$ cat config.mk
export PLATFORM = sky130hd
export DESIGN_NAME = lcg_random_draw_unit
export DESIGN_NICKNAME = d
export VERILOG_FILES = /design/src/rtl/core/lcgrd_pkg.sv /design/src/rtl/core/lcg_random_draw_unit.sv
export SDC_FILE = /design/constraint.sdc
export NUM_CORES = 1
export LEC_CHECK = 0
export BUFFER_PORTS_ARGS = -buffer_cell sky130_fd_sc_hd__buf_4
export CAP_MARGIN = 20
export CORE_AREA = 8 8 174 176
export DETAILED_ROUTE_END_ITERATION = 8
export DIE_AREA = 0 0 182 184
export PLACE_DENSITY = 0.77
export SYNTH_ARGS = -nofsm -noshare
export SYNTH_HDL_FRONTEND = slang
export SYNTH_SLANG_ARGS = --single-unit
$ cat constraint.sdc
create_clock -name clk_i -period 9.95 [get_ports clk_i]
set_input_delay 0.995 -clock clk_i [delete_from_list [all_inputs] [get_ports clk_i]]
set_output_delay 0.995 -clock clk_i [all_outputs]
set_load 0.005 [all_outputs]
$ cat src/rtl/core/lcgrd_pkg.sv
// Package for the LCG random draw unit: action codes, generator constants,
// the micro-instruction format and the microcode and entry-point tables.
// No dependencies.
package lcgrd_pkg;

  // Action codes carried by the input item.
  localparam logic [2:0] ActSeed   = 3'd0;
  localparam logic [2:0] ActRand8  = 3'd1;
  localparam logic [2:0] ActBelow8 = 3'd2;
  localparam logic [2:0] ActRand16 = 3'd3;
  localparam logic [2:0] ActBelow16 = 3'd4;
  localparam logic [2:0] ActWheel  = 3'd5;

  // Generator constants.
  localparam logic [15:0] LcgMul       = 16'd2053;
  localparam logic [15:0] LcgAdd       = 16'd13849;
  localparam logic [7:0]  ByteMask     = 8'hFF;
  localparam logic [7:0]  WheelMinDist = 8'd42;

  // Micro-program counter width and the last address in use.
  localparam int unsigned PcW = 4;
  localparam logic [PcW-1:0] PcLast = 4'd14;

  // Entry points of the micro-program.
  localparam logic [PcW-1:0] UpSeed   = 4'd0;
  localparam logic [PcW-1:0] UpBad    = 4'd1;
  localparam logic [PcW-1:0] UpRand8  = 4'd2;
  localparam logic [PcW-1:0] UpBelow8 = 4'd4;
  localparam logic [PcW-1:0] UpRand16 = 4'd6;
  localparam logic [PcW-1:0] UpBelow16 = 4'd9;
  localparam logic [PcW-1:0] UpWheel  = 4'd13;

  // What a step writes into the result register.
  typedef enum logic [2:0] {
    RsNone,
    RsZero,
    RsByte,
    RsShiftByte,
    RsScale8,
    RsScale16,
    RsSeed
  } rsel_e;

  typedef struct packed {
    logic           adv;    // advance the generator, capture its byte
    rsel_e          rsel;
    logic           jnear;  // jump to tgt when the byte is too near the wheel position
    logic [PcW-1:0] tgt;
    logic           last;   // item completes here unless the jump is taken
  } ucw_t;

  function automatic ucw_t ucw(input logic adv, input rsel_e rsel, input logic jnear,
                               input logic [PcW-1:0] tgt, input logic last);
    ucw_t w;
    w.adv   = adv;
    w.rsel  = rsel;
    w.jnear = jnear;
    w.tgt   = tgt;
    w.last  = last;
    return w;
  endfunction

  function automatic ucw_t ucode_rom(input logic [PcW-1:0] addr);
    ucw_t w;
    unique case (addr)
      4'd0:    w = ucw(1'b0, RsSeed,      1'b0, '0, 1'b1);
      4'd1:    w = ucw(1'b0, RsZero,      1'b0, '0, 1'b1);
      4'd2:    w = ucw(1'b1, RsNone,      1'b0, '0, 1'b0);
      4'd3:    w = ucw(1'b0, RsByte,      1'b0, '0, 1'b1);
      4'd4:    w = ucw(1'b1, RsNone,      1'b0, '0, 1'b0);
      4'd5:    w = ucw(1'b0, RsScale8,    1'b0, '0, 1'b1);
      4'd6:    w = ucw(1'b1, RsNone,      1'b0, '0, 1'b0);
      4'd7:    w = ucw(1'b1, RsByte,      1'b0, '0, 1'b0);
      4'd8:    w = ucw(1'b0, RsShiftByte, 1'b0, '0, 1'b1);
      4'd9:    w = ucw(1'b1, RsNone,      1'b0, '0, 1'b0);
      4'd10:   w = ucw(1'b1, RsByte,      1'b0, '0, 1'b0);
      4'd11:   w = ucw(1'b0, RsShiftByte, 1'b0, '0, 1'b0);
      4'd12:   w = ucw(1'b0, RsScale16,   1'b0, '0, 1'b1);
      4'd13:   w = ucw(1'b1, RsNone,      1'b0, '0, 1'b0);
      4'd14:   w = ucw(1'b0, RsByte,      1'b1, UpWheel, 1'b1);
      default: w = ucw(1'b0, RsZero,      1'b0, '0, 1'b1);
    endcase
    return w;
  endfunction

  function automatic logic [PcW-1:0] entry_point(input logic [2:0] action);
    logic [PcW-1:0] a;
    unique case (action)
      ActSeed:    a = UpSeed;
      ActRand8:   a = UpRand8;
      ActBelow8:  a = UpBelow8;
      ActRand16:  a = UpRand16;
      ActBelow16: a = UpBelow16;
      ActWheel:   a = UpWheel;
      default:    a = UpBad;
    endcase
    return a;
  endfunction

endpackage

$ cat src/rtl/core/lcg_random_draw_unit.sv
// Top level of the LCG random draw unit: micro-sequencer and datapath.
// Depends on lcgrd_pkg.
//
// Usage: an item on the input channel (in_valid_i/in_ready_o) selects an action:
// load a seed, a raw byte, a byte scaled below limit_i[7:0], a 16-bit draw built
// from two bytes, a 16-bit draw scaled below limit_i, or a wheel index at least 42
// steps (circularly) away from wheel_position_i. Each item yields exactly one
// result on draw_o (out_valid_o/out_ready_o); a seed load returns 0.
// After the accepting edge the micro-program runs its routine: a seed load or an
// unused action code completes on its entry step; a byte draw advances the
// generator, then returns the byte or its scaled form; a 16-bit draw advances
// twice and joins the two bytes, and the scaled one then scales that word; a
// wheel index advances and tests the byte, trying until a byte lands far enough
// away. One item is in work at a time; the next item is taken once the current
// one has moved into the output register, so a result may wait there while the
// next item runs. If the output is still full when an item completes, the
// sequencer holds on its last step until the receiver takes it. Reset clears the
// generator word to zero, empties the output and idles the sequencer.
module lcg_random_draw_unit (
  input  logic        clk_i,
  input  logic        rst_ni,
  input  logic        in_valid_i,
  output logic        in_ready_o,
  input  logic [2:0]  action_i,
  input  logic [15:0] seed_value_i,
  input  logic [15:0] limit_i,
  input  logic [7:0]  wheel_position_i,
  output logic        out_valid_o,
  input  logic        out_ready_i,
  output logic [15:0] draw_o
);
  import lcgrd_pkg::*;

  logic            busy_q, busy_d;
  logic [PcW-1:0]  pc_q, pc_d;
  logic [15:0]     gw_q, gw_d;
  logic [7:0]      byte_q, byte_d;
  logic [15:0]     res_q, res_d;
  logic [15:0]     seed_q, lim_q;
  logic [7:0]      pos_q;
  logic            out_valid_q, out_valid_d;
  logic [15:0]     out_q, out_d;

  ucw_t            cw;
  logic            in_acc, jump, finish, stall;
  logic [15:0]     gw_nxt, byte_sum;
  logic [15:0]     prod8;
  logic [31:0]     prod16;
  logic [7:0]      dx, dy, circ_dist;
  logic            near;

  assign cw         = ucode_rom(pc_q);
  assign in_ready_o = ~busy_q;
  assign in_acc     = in_valid_i & in_ready_o;

  // Generator step and its byte.
  assign gw_nxt   = gw_q * LcgMul + LcgAdd;
  assign byte_sum = gw_nxt + {8'd0, gw_nxt[15:8]};

  // Circular distance of the captured byte from the wheel position.
  assign dx        = (pos_q >= byte_q) ? (pos_q - byte_q) : (byte_q - pos_q);
  assign dy        = ByteMask - dx;
  assign circ_dist = (dx < dy) ? dx : dy;
  assign near      = circ_dist < WheelMinDist;

  assign prod8  = byte_q * lim_q[7:0];
  assign prod16 = res_q * lim_q;

  assign jump   = busy_q & cw.jnear & near;
  assign finish = busy_q & cw.last & ~jump;
  assign stall  = finish & out_valid_q & ~out_ready_i;

  always_comb begin
    case (cw.rsel)
      RsZero:      res_d = '0;
      RsSeed:      res_d = '0;
      RsByte:      res_d = {8'd0, byte_q};
      RsShiftByte: res_d = {res_q[7:0], byte_q};
      RsScale8:    res_d = {8'd0, prod8[15:8]};
      RsScale16:   res_d = prod16[31:16];
      default:     res_d = res_q;
    endcase
  end

  always_comb begin
    busy_d      = busy_q;
    pc_d        = pc_q;
    gw_d        = gw_q;
    byte_d      = byte_q;
    out_valid_d = out_valid_q & ~out_ready_i;
    out_d       = out_q;
    if (in_acc) begin
      busy_d = 1'b1;
      pc_d   = entry_point(action_i);
    end else if (busy_q && !stall) begin
      if (cw.adv) begin
        gw_d   = gw_nxt;
        byte_d = byte_sum[7:0];
      end
      if (cw.rsel == RsSeed) begin
        gw_d = seed_q;
      end
      if (jump) begin
        pc_d = cw.tgt;
      end else begin
        pc_d = pc_q + 1'b1;
      end
      if (finish) begin
        busy_d      = 1'b0;
        out_valid_d = 1'b1;
        out_d       = res_d;
      end
    end
  end

  always_ff @(posedge clk_i or negedge rst_ni) begin
    if (!rst_ni) begin
      busy_q      <= 1'b0;
      pc_q        <= '0;
      gw_q        <= '0;
      out_valid_q <= 1'b0;
    end else begin
      busy_q      <= busy_d;
      pc_q        <= pc_d;
      gw_q        <= gw_d;
      out_valid_q <= out_valid_d;
    end
  end

  always_ff @(posedge clk_i) begin
    byte_q <= byte_d;
    out_q  <= out_d;
    if (in_acc) begin
      seed_q <= seed_value_i;
      lim_q  <= limit_i;
      pos_q  <= wheel_position_i;
    end
    if (busy_q && !stall && !in_acc) begin
      res_q <= res_d;
    end
  end

  assign out_valid_o = out_valid_q;
  assign draw_o      = out_q;

  a_entry: assert property (@(posedge clk_i) disable iff (!rst_ni)
    in_acc |=> busy_q && (pc_q == entry_point($past(action_i))))
    else $error("sequencer did not start at the action's entry point");

  a_pc_range: assert property (@(posedge clk_i) disable iff (!rst_ni)
    busy_q |-> (pc_q <= PcLast))
    else $error("micro-program counter left the program");

  a_stall_hold: assert property (@(posedge clk_i) disable iff (!rst_ni)
    stall |=> busy_q && $stable(gw_q) && $stable(pc_q))
    else $error("item completed while the output register was still full");

  a_done_out: assert property (@(posedge clk_i) disable iff (!rst_ni)
    (finish && !stall) |=> out_valid_q && !busy_q)
    else $error("completed item did not reach the output register");

endmodule

After elaboration in Yosys (flattened, before gate mapping)
Memory sizes are Yosys's and may differ from the RTL's.
Index checks and enable logic that the tools add are counted.
- bits in registers: 102
- memories kept: 1
- bits of input ports: 47
- output and inout port bits: 18
- bits in read-only memories: 144
- bitwise gates (word level): 12
- multiplexer cells: 15
- add/subtract/negate cells: 6
- eq/ne operators: 11
- reductions and logical operators: 13
- multipliers: 3
- $lt $le $gt $ge: 3
- memories (name ; words ; width ; rd ports ; clocked after Yosys merged registers in ; wr ports ; line ; source):
    (no name shown) ; 16 ; 9 ; 1 ; 0 ; 0 ; lcgrd_pkg.sv:65 ; unique case (addr)
- operator list (cell ; count):
    one-hot mux 16 bit (5 select lines) ; 1
    multiplier 16 x 16 -> 32 bit ; 1
    two-way mux 16 bit ; 2
    one-hot mux 4 bit (6 select lines) ; 1
    adder 16 x 14 -> 16 bit, second input constant ; 1
    multiplier 16 x 12 -> 16 bit, second input constant ; 1
    multiplier 8 x 8 -> 16 bit ; 1
    two-way mux 8 bit ; 2
    subtractor 8 bit ; 2
    == test 3 bit, second input constant ; 5
    == test 3 x 2 -> 1 bit, second input constant ; 4
    two-way mux 4 bit ; 3
    AND reduction 3 bit ; 3
    adder 8 bit ; 1
    bitwise AND 1 bit ; 8
    >= comparator 8 bit ; 1
    < comparator 8 x 6 -> 1 bit, second input constant ; 1
    < comparator 8 bit ; 1
    subtractor 8 bit, first input constant ; 1
    == test 3 x 1 -> 1 bit, second input constant ; 2
    two-way mux 1 bit ; 6
    nonzero test 2 bit ; 3
    adder 4 x 1 -> 4 bit, second input constant ; 1
    NOT 1 bit ; 4
    other kinds (5) ; 7

Depth between registers and ports, before layout
Gate-level depths: netlist (run 1).
- word-level depth: 15
- depth in mapped cells: 23
- mapped depth without buffers: 22

Worst setup path before layout (run 1)
No wires, ideal clock.
- path kind: register to register
- from: register res_q[13]
- to: register out_q[13] (netlist: draw_o[13]) (data pin)
- path buffers: 2
- stages on the path, launching flop included: 23
- arrival time: 6170 ps
- slack: 3509 ps
- period minus slack after synthesis: 6441 ps
- required time: 9680 ps
- setup time: 270 ps
- cell sequence: edfxtp_1 clkbuf_1 clkbuf_1 nand2_1 fa_1 fa_1 inv_1 fa_1 fa_1 fa_1 inv_1 fa_1 inv_1 ha_1 a21oi_1 a21boi_0 a311oi_1 o211ai_1 a31oi_1 inv_1 o41a_1 and4_1 or3_1
- word-level cells in the longest chain between the ends: 2
- ends and longest elaborated chain (element ; line ; source):
    start, declared ; lcg_random_draw_unit.sv:38 ; logic [15:0] res_q, res_d;
    start signal, assigned ; lcg_random_draw_unit.sv:139 ; res_q <= res_d;
    multiplier 16 x 16 -> 32 bit ; lcg_random_draw_unit.sv:67 ; assign prod16 = res_q * lim_q;
    one-hot mux 16 bit (5 select lines) * ; lcg_random_draw_unit.sv:74 ; case (cw.rsel)
    named net res_d[13] ; lcg_random_draw_unit.sv:38 ;
    end signal, assigned ; lcg_random_draw_unit.sv:132 ; out_q <= out_d;
    end, declared ; lcg_random_draw_unit.sv:42 ; logic [15:0] out_q, out_d;
Mark *: on every way through the listed nets, which the timed path passes. The rest lies on a longest branch.
A chain may end at the register's enable or synchronous reset.

Worst setup path after layout (run 1)
- from: register lim_q[7]
- to: register out_q[13] (netlist: draw_o[13]) (data pin)
- word-level cells in the longest chain between the ends: 2
- ends and longest elaborated chain (element ; line ; source):
    start, declared ; lcg_random_draw_unit.sv:39 ; logic [15:0] seed_q, lim_q;
    start signal, assigned ; lcg_random_draw_unit.sv:135 ; lim_q <= limit_i;
    multiplier 16 x 16 -> 32 bit ; lcg_random_draw_unit.sv:67 ;
    one-hot mux 16 bit (5 select lines) ; lcg_random_draw_unit.sv:74 ;
    named net res_d[13] ; lcg_random_draw_unit.sv:38 ;
The timed path passes the listed nets, and every way through them passes these cells.

==> out/summary.txt, run 1 <==
CLOCKING
---------------------------------------------------------------------------------
Reg clk slew, reported paths                                              0.08 ns
Clock buffers created by TritonCTS                                              9
Number of levels the H-tree was split into                                      3
Count of cells resized by post-cts repair                                       0
Number of buffers inserted by hold repair at cts                                0
Post-CTS setup-driven buffer insertion count                                    0
Total clock sinks                                                             102
CTS root buf                                                            clkbuf_16
Largest buffer count on any clock path                                          2
Clock latency of the later-clocked register in the worst-skew pair        0.37 ns
CTS tree                                                                    built

FLOORPLAN
---------------------------------------------------------------------------------
Horizontal die dimension                                                   182 µm
Die H                                                                      184 µm
Effective utilization at floorplan                                          0.592
Placeable Area                                                          27500 µm²
Core Rows                                                                      61
Top-level I/O count                                                            65
Die Outline Area                                                        33500 µm²

GLOBAL ROUTE
---------------------------------------------------------------------------------
Vias in the first global route                                              12400
Number of antenna violations at the first check in global routing               0
Wire length of the first global-routing pass                             61200 µm
Largest net degree at the start of global routing                              33
All-layer global routing usage                                              0.227
GR Overflow Total                                                               0

YOSYS
---------------------------------------------------------------------------------
Post-synth top area share                                                   0.294
Yosys top cell by area                                                       fa_1
Asr flop ratio synth                                                        0.216
Number of synthesized flops with an enable pin                                 80
Most instantiated flip-flop cell in the synthesis netlist                edfxtp_1
Number of nets produced by synthesis                                         2164
Top cells by area in the synthesized netlist                         fa_1 (29%), ha_1 (16%), edfxtp_1 (15%), inv_1 (7.7%), and2_1 (5.6%)
Netlist area before placement                                           16300 µm²
Synth unique cells                                                             71
Yosys warnings                                                                  0
Seq/Total Area, Yosys                                                       0.182
Gate count of the mapped netlist                                             1671
Seq cells post-synth                                                          102
Avg Synthesized Cell Area                                                9.73 µm²

LAYOUT
---------------------------------------------------------------------------------
Final layout net count                                                       2182
Top library cells by usage in the layout, fill and taps aside        inv_1 (333), fa_1 (239), ha_1 (207)
N_diodes                                                                        0
Leading cell type in the layout, fill and taps excluded                     inv_1
# fillers                                                                    2252
Post-synthesis to final-layout area growth                                  6.20%
Fraction of layout instances using a drive strength above 1                0.0726

ROUTE
---------------------------------------------------------------------------------
Post-Route WL                                                            36600 µm
Vias per Instance                                                            5.77
Drt wl/cell                                                               18.0 µm
Final antenna-violating net count                                               0
Vias post-DR                                                                11800
Drt first pass iters                                                            6
Iteration-0 DRC count of the detailed router                                  882
DRC violation count after routing                                               0

RUN STATUS
---------------------------------------------------------------------------------
Run status                                                              completed

SETUP PATH
---------------------------------------------------------------------------------
Crit path max fanout                                                           24
Kind of capture point of the worst setup path                           flip-flop
Cell type of the slowest stage on the worst timing path                  edfxtp_1
Cell breakdown of the critical path                                  nand2_1 > fa_1 > inv_1 > fa_1 > fa_1 > fa_1 > fa_1 > inv_1 > fa_1 > inv_1 > ha_1 > a21oi_1 > a21boi_0 > a311oi_1 > o211ai_1 > a31oi_1 > inv_1 > o41a_1 > and4_1 > or3_1
Delay contributed by the slowest stage of the critical path               1.02 ns
Register-to-Register Path Depth                                                20
Worst setup path class                                                    reg2reg
Dominant cell type by count on the critical path                             fa_1
Required time at the worst-slack endpoint                                10.06 ns
Reg-to-reg critical path startpoint                                      lim_q[7]
Worst reg-to-reg setup slack                                              2.62 ns
WP data arrival                                                           7.44 ns
Nature of the critical path startpoint                                  flip-flop
RR Endpoint                                                            draw_o[13]

STA
---------------------------------------------------------------------------------
Post-route worst hold slack                                              0.511 ns
Fraction of the cycle the final worst path needs                            0.737
Highest attainable clock frequency                                        136 MHz
Unrepaired setup endpoints after global routing                                no
Hold violation count in the final report                                        0
Minimum clock period                                                      7.33 ns
Post-Route Skew                                                         0.0103 ns
Count of final setup violators                                                  0
Slew margin rel.                                                            0.331
Slew at the pin closest to its max-slew limit                             1.00 ns
Setup total negative slack                                                   0 ns
Number of max-slew violations in the final report                               0

PLACED DESIGN
---------------------------------------------------------------------------------
Final GP Congestion                                                         0.876
Number of port buffers                                                         64
DPL Wire Length                                                          28500 µm

JOB
---------------------------------------------------------------------------------
Max_cap viols                                                                   0

WORST HOLD PATH
---------------------------------------------------------------------------------
HP Class                                                                 in2async

[routing by layer]
layer / up-vias / track usage / wire length [µm]
met5: - / 0 / 0
met4: 0 / 0.0663 / 807
met3: 66 / 0.0259 / 2220
met2: 417 / 0.394 / 18400
met1: 5907 / 0.297 / 15200
li1: 5375 / - / -
[synthesized netlist by cell type, types with 12 or more instances]
cell      count
mux2i_1      15
clkbuf_1     54
ha_1        207
edfxtp_1     80
nand2_1     202
fa_1        239
nand3_1      12
xor2_1       17
a21o_1       18
o21ai_0      36
nand2b_1     12
xnor2_1      31
dfrtp_1      22
mux2_2       16
nor2_1       25
and2_1      145
a21oi_1      42
inv_1       333
[registers in the layout, indices dropped and copies added (netlist names)]
signal	cells
seed_q	16
out_valid_o	1
draw_o	16
res_q	16
byte_q	8
lim_q	16
gw_q	16
busy_q	1
pc_q	4
pos_q	8
[stage by stage]
| stage | instances | instance area, µm² | utilization | setup slack (ns) |
|---|---|---|---|---|
| global route | 2040 | 17300 | 0.628 | 2.30 |
| finish | 2040 | 17300 | 0.628 | 2.62 |
| floorplan | 1671 | 16300 | - | 3.51 |
| global placement | 2022 | 16900 | 0.617 | 2.94 |
| detailed placement | 2022 | 16900 | 0.617 | 2.72 |
| CTS | 2038 | 17300 | 0.628 | 2.70 |
[final cells by class]
| class | count | area [µm²] | share of cell area |
|---|---|---|---|
| flip-flops and latches | 102 | 2950 | 0.171 |
| well taps | 346 | 433 | 0.0251 |
| inverters | 333 | 1250 | 0.0724 |
| clock buffers | 9 | 225 | 0.0130 |
| repair buffers | 68 | 508 | 0.0294 |
| multi-input cells | 1175 | 11800 | 0.684 |
| clock inverters | 7 | 85.1 | 0.00493 |
[worst max-delay path, delay by kind of cell, from the launching register on]
family | cells | cell delay (ns)
DFF | 1 | 1.02
buffers and inverters | 4 | 0.25
adders and majority gates | 7 | 3.39
and+or+nand+nor | 3 | 0.77
AOI/OAI and AO/OA | 6 | 1.64
[worst max path at each step]
stage                     startpoint          to  slack, ns  depth (start not counted)
after floorplan            res_q[13]  draw_o[13]       3.51                         22
after global placement      lim_q[7]  draw_o[13]       2.94                         21
after detailed placement    lim_q[7]  draw_o[13]       2.72                         21
after CTS                   lim_q[7]   res_q[15]       2.70                         20
after global routing        lim_q[7]  draw_o[15]       2.30                         20
final                       lim_q[7]  draw_o[13]       2.62                         20
[logic make-up after synthesis]
family	Yosys count	share of synthesized area
muxes	36	0.0254
xor gates and xnor gates	48	0.0259
adders and majority gates	446	0.454
DFF	102	0.182
buffers and inverters	394	0.0923
AOI/OAI and AO/OA	190	0.0801
and+or+nand+nor	455	0.141
Power of run 1 is left out: the tool's default activity adds up to more than one toggle a clock period on the data nets, which glitch-free logic cannot reach.
==> run 2, diff against run 1 <==
CORE_AREA = 8 8 176 178   (was 8 8 174 176)
DIE_AREA = 0 0 184 186   (was 0 0 182 184)
PLACE_DENSITY = 0.78   (was 0.77)
clock period = 6.2 ns   (was 9.95 ns; I/O delays follow)
==> out/summary.txt, run 2 (synthesis gave the netlist of run 1 again) <==
LAYOUT
---------------------------------------------------------------------------------
Leading cell type in the layout, fill and taps excluded                     inv_1
Top library cells by usage in the layout, fill and taps aside        inv_1 (324), fa_1 (230), nand2_1 (199)
Post-synthesis to final-layout area growth                                  14.3%
N_diodes                                                                        0
Final layout net count                                                       2297
Fraction of layout instances using a drive strength above 1                 0.169
Fin cells                                                                    2193
Final core area utilization                                                 0.658

FLOORPLAN
---------------------------------------------------------------------------------
Placeable Area                                                          28200 µm²
Effective utilization at floorplan                                          0.576
Horizontal die dimension                                                   184 µm
Top-level I/O count                                                            65
Die Outline Area                                                        34200 µm²
Die H                                                                      186 µm
Core Rows                                                                      62

ROUTE
---------------------------------------------------------------------------------
Iteration-0 DRC count of the detailed router                                  825
Final antenna-violating net count                                               0
Vias per Instance                                                            5.63
Vias post-DR                                                                12300
Drt wl/cell                                                               18.3 µm
Post-Route WL                                                            40000 µm
Drt first pass iters                                                            5
DRC violation count after routing                                               0

STA
---------------------------------------------------------------------------------
Highest attainable clock frequency                                        153 MHz
Minimum clock period                                                      6.53 ns
Fin worst setup slack                                                   -0.334 ns
Post-Route Skew                                                         0.0194 ns
Fraction of the cycle the final worst path needs                             1.05
Post-route worst hold slack                                              0.149 ns
Count of final setup violators                                                 20
Unrepaired setup endpoints after global routing                               yes
Number of max-slew violations in the final report                               0
Hold violation count in the final report                                        0
Setup total negative slack                                               -3.87 ns
Slew margin rel.                                                            0.375
Slew at the pin closest to its max-slew limit                            0.935 ns

GLOBAL ROUTE
---------------------------------------------------------------------------------
Number of antenna violations at the first check in global routing               0
GRT Max-Usage Layer                                                          met2
Wire length of the first global-routing pass                             66300 µm
All-layer global routing usage                                              0.244
Global-route met1 utilization                                               0.307
GR Overflow Total                                                               0
Vias in the first global route                                              13300
Grt met3 use                                                               0.0424
Met2 track demand over resource in global routing                           0.420
Largest net degree at the start of global routing                              28

SETUP PATH
---------------------------------------------------------------------------------
Nature of the critical path startpoint                                  flip-flop
Reg-to-reg critical path startpoint                                      res_q[5]
Crit path max fanout                                                            5
Worst reg-to-reg setup slack                                             -0.33 ns
Worst setup path class                                                    reg2reg
Register-to-Register Path Depth                                                24
RR Endpoint                                                             draw_o[7]
CP Capture Point                                                        draw_o[7]
WP data arrival                                                           6.61 ns
Launch point of the worst path                                           res_q[5]
Kind of capture point of the worst setup path                           flip-flop
Required time at the worst-slack endpoint                                 6.28 ns

PLACED DESIGN
---------------------------------------------------------------------------------
Final GP Congestion                                                         0.936
Placed Cells incl. Taps                                                      2154
DPL Wire Length                                                          32100 µm
Number of port buffers                                                         64

RUN STATUS
---------------------------------------------------------------------------------
Run status                                                           finished, violations left
Violations in the final reports                                      negative setup slack

CLOCKING
---------------------------------------------------------------------------------
Clock buffers created by TritonCTS                                              9
Clock latency of the later-clocked register in the worst-skew pair        0.37 ns
Number of levels the H-tree was split into                                      3
CTS root buf                                                            clkbuf_16
Largest buffer count on any clock path                                          2
Total clock sinks                                                             102
Reg clk slew, reported paths                                              0.08 ns
CTS tree                                                                    built

WORST HOLD PATH
---------------------------------------------------------------------------------
HP Class                                                                 in2async

JOB
---------------------------------------------------------------------------------
Max_cap viols                                                                   0

==> run 2: cell count changes in the layout (fill, tap and decap cells not counted), sizes merged <==
cell,before,now
inv,337,335
clkinv,2,4
clkbuf,9,11
buf,68,182
clkinvlp,1,0
==> run 2: worst min-delay path by stage <==
stage / end / depth (start not counted) / startpoint / slack, ns
after floorplan: busy_q / 0 / rst_ni / 0.32
after global placement: gw_q[15] / 1 / gw_q[15] / 0.52
after detailed placement: gw_q[15] / 1 / gw_q[15] / 0.52
after CTS: gw_q[5] / 1 / rst_ni / 0.14
after global routing: gw_q[4] / 1 / rst_ni / 0.15
final: busy_q / 1 / rst_ni / 0.15
==> run 2: stage by stage <==
stage          area [µm²]  setup WS (ns)
2_1_floorplan       16400        0.00224
3_3_place_gp        17800         -0.378
3_5_place_dp        17800         -0.466
4_1_cts             18400         -0.254
5_1_grt             18600         -0.542
6_report            18600         -0.334
==> run 2: area by class of cell <==
cell class | instances | area (µm²)
sequential | 102 | 2950
clock buffer | 10 | 229
multi-input combinational | 1175 | 12200
tap | 384 | 480
timing repair buffer | 183 | 1430
fill | 2194 | 9660
inverter | 333 | 1250
clock inverter | 6 | 67.6
==> run 2: what timing repair did <==
action,4_1_cts,5_1_grt
pin swaps,30,16
setup buffers,18,8
endpoints found under the hold margin,0,0
hold buffers,0,0
endpoints found under the setup margin,28,32
resized for setup,55,28
==> run 2: worst max-delay path: stages (launching register included) <==
cell	delay (ns)
edfxtp_1	0.52
buf_6	0.17
buf_6	0.10
nand2_1	0.05
fa_1	0.48
inv_1	0.05
fa_1	0.51
inv_2	0.04
fa_2	0.55
inv_1	0.05
fa_2	0.42
fa_1	0.51
inv_1	0.05
fa_1	0.49
inv_2	0.05
ha_4	0.28
and4_4	0.24
nand2_4	0.07
o211ai_1	0.38
nand3_1	0.21
buf_6	0.17
a21oi_4	0.17
xor2_2	0.10
a222oi_1	0.40
o21ai_2	0.17
==> run 2: per-layer routing <==
metal	up-vias	routed length, µm
met5	-	0
met1	6199	16200
met3	84	2850
li1	5606	-
met4	0	1330
met2	449	19700
Power of run 2 is left out for the same reason.
==> run 3, diff against run 2 <==
CORE_AREA = 8 8 168 186   (was 8 8 176 178)
DIE_AREA = 0 0 176 194   (was 0 0 184 186)
PLACE_DENSITY = 0.79   (was 0.78)
==> out/summary.txt, run 3 (synthesis gave the netlist of run 1 again) <==
PLACED DESIGN
---------------------------------------------------------------------------------
Final GP Congestion                                                         0.943
Cell area after placement                                               17800 µm²
Number of port buffers                                                         64
DPL Wire Length                                                          32700 µm

RUN STATUS
---------------------------------------------------------------------------------
Run status                                                           finished, violations left
Violations in the final reports                                      negative setup slack

STA
---------------------------------------------------------------------------------
Unrepaired setup endpoints after global routing                               yes
Highest attainable clock frequency                                        153 MHz
Slew margin rel.                                                            0.367
Hold violation count in the final report                                        0
Minimum clock period                                                      6.54 ns
Count of final setup violators                                                 24
Slew at the pin closest to its max-slew limit                            0.943 ns
Fin worst setup slack                                                   -0.338 ns
Post-Route Skew                                                        0.00983 ns
Fraction of the cycle the final worst path needs                             1.05
Number of max-slew violations in the final report                               0

CLOCKING
---------------------------------------------------------------------------------
Clock buffers created by TritonCTS                                              9
Number of buffers inserted by hold repair at cts                                0
CTS tree                                                                    built
Clock latency of the later-clocked register in the worst-skew pair        0.37 ns
Reg clk slew, reported paths                                              0.08 ns
Number of levels the H-tree was split into                                      3
Largest buffer count on any clock path                                          2
CTS root buf                                                            clkbuf_16
Total clock sinks                                                             102

SETUP PATH
---------------------------------------------------------------------------------
CP Depth                                                                       22
CP top delay family                                                   adder cells
CP Capture Point                                                        res_q[13]
Register-to-Register Path Depth                                                22
Worst setup path class                                                    reg2reg
Critical path buffers and inverters                                             6
Worst reg-to-reg setup slack                                             -0.34 ns
Delay contributed by the slowest stage of the critical path               0.53 ns
Cell breakdown of the critical path                                  buf_6 > and2_4 > fa_1 > inv_2 > fa_2 > fa_2 > fa_1 > inv_1 > fa_1 > inv_1 > fa_1 > inv_2 > ha_4 > a21oi_4 > o21ai_2 > a311oi_2 > o211ai_1 > a31oi_2 > inv_1 > o41a_1 > and4_1 > or3_1
Required time at the worst-slack endpoint                                 6.31 ns
Kind of capture point of the worst setup path                           flip-flop
Launch point of the worst path                                           lim_q[6]
Cell type of the slowest stage on the worst timing path                      fa_2
Reg-to-reg critical path startpoint                                      lim_q[6]
Dominant cell type by count on the critical path                             fa_1
WP data arrival                                                           6.65 ns
Crit path max fanout                                                            6
Nature of the critical path startpoint                                  flip-flop
RR Endpoint                                                             res_q[13]

LAYOUT
---------------------------------------------------------------------------------
Multi-input gate area                                                   12200 µm²
Final layout net count                                                       2309
Leading cell type in the layout, fill and taps excluded                     inv_1
Top library cells by usage in the layout, fill and taps aside        inv_1 (321), fa_1 (226), nand2_1 (199)
# fillers                                                                    2055
N_diodes                                                                        0
Fraction of layout instances using a drive strength above 1                 0.183
Register cell area after layout                                          2950 µm²
Post-synthesis to final-layout area growth                                  15.2%
Final standard cell area without fillers                                18700 µm²

FLOORPLAN
---------------------------------------------------------------------------------
Effective utilization at floorplan                                          0.576
Die Outline Area                                                        34100 µm²
Core Rows                                                                      65
Placeable Area                                                          28200 µm²
Top-level I/O count                                                            65
Die H                                                                      194 µm
Horizontal die dimension                                                   176 µm

ROUTE
---------------------------------------------------------------------------------
Drt wl/cell                                                               18.8 µm
Iteration-0 DRC count of the detailed router                                  801
Final antenna-violating net count                                               0
DRC violation count after routing                                               0
Drt first pass iters                                                            6
Post-Route WL                                                            41200 µm
Vias post-DR                                                                12400
Vias per Instance                                                            5.68

GLOBAL ROUTE
---------------------------------------------------------------------------------
Wire length of the first global-routing pass                             67700 µm
Vias in the first global route                                              13700
All-layer global routing usage                                              0.246
GR Overflow Total                                                               0
Number of antenna violations at the first check in global routing               0
Largest net degree at the start of global routing                              29

JOB
---------------------------------------------------------------------------------
Max_cap viols                                                                   0

WORST HOLD PATH
---------------------------------------------------------------------------------
HP Class                                                                 in2async

run 3: cell types whose count changed in the layout (fill, tap and decap cells not counted), moves of 3 or more:
cell     before  now
fa_1        230  226
inv_1       324  321
buf_4       167  179
fa_2          9   13
and2_1      138  132
o21ai_0      26   22
and2_4        7   13
ha_4          8   12
ha_1        198  194
xor2_2        3    0
xor2_1       14   17
inv_2         9   12
run 3: worst reg2reg max path: stages (launching register included):
cell      delay (ns)
edfxtp_1        0.51
buf_6           0.19
and2_4          0.15
fa_1            0.50
inv_2           0.04
fa_2            0.53
fa_2            0.45
fa_1            0.48
inv_1           0.05
fa_1            0.47
inv_1           0.05
fa_1            0.48
inv_2           0.04
ha_4            0.22
a21oi_4         0.15
o21ai_2         0.08
a311oi_2        0.30
o211ai_1        0.28
a31oi_2         0.35
inv_1           0.10
o41a_1          0.36
and4_1          0.17
or3_1           0.33
run 3: layer usage:
layer  track usage  part of all wire
met2         0.436              0.51
met3        0.0341             0.061
met5             0                 0
met1         0.287              0.38
met4         0.124             0.050
run 3: cell type report:
type | instances | area share
Clock buffer | 10 | 0.0122
Clock inverter | 6 | 0.00274
Inverter | 333 | 0.0667
Multi-Input combinational cell | 1175 | 0.654
Sequential cell | 102 | 0.158
Tap cell | 368 | 0.0246
Timing Repair Buffer | 195 | 0.0824
run 3: timing repair:
item	CTS	global route
resized for setup	52	58
endpoints found under the setup margin	28	32
setup buffers	29	7
pin swaps	31	32
run 3: worst min-delay path by stage:
stage                     cells past startpoint     endpoint  slack, ns
after floorplan                               0       busy_q       0.32
after global routing                          1       busy_q       0.15
after CTS                                     1  out_valid_o       0.15
final                                         1  out_valid_o       0.13
after detailed placement                      1  out_valid_o       0.53
after global placement                        2      gw_q[4]       0.51
run 3: per-stage QoR:
stage / instances / worst slack (ns) / setup TNS (ns) / utilization / hold slack (ns)
6_report: 2189 / -0.338 / -5.15 / 0.664 / 0.127
5_1_grt: 2189 / -0.450 / -8.00 / 0.664 / 0.154
4_1_cts: 2185 / -0.143 / -0.641 / 0.656 / 0.146
3_5_place_dp: 2142 / -0.379 / -4.68 / 0.631 / 0.533
3_3_place_gp: 2142 / -0.262 / -2.23 / 0.631 / 0.512
2_1_floorplan: 1671 / 0.00224 / 0 / - / 0.324
Power of run 3 is left out for the same reason.
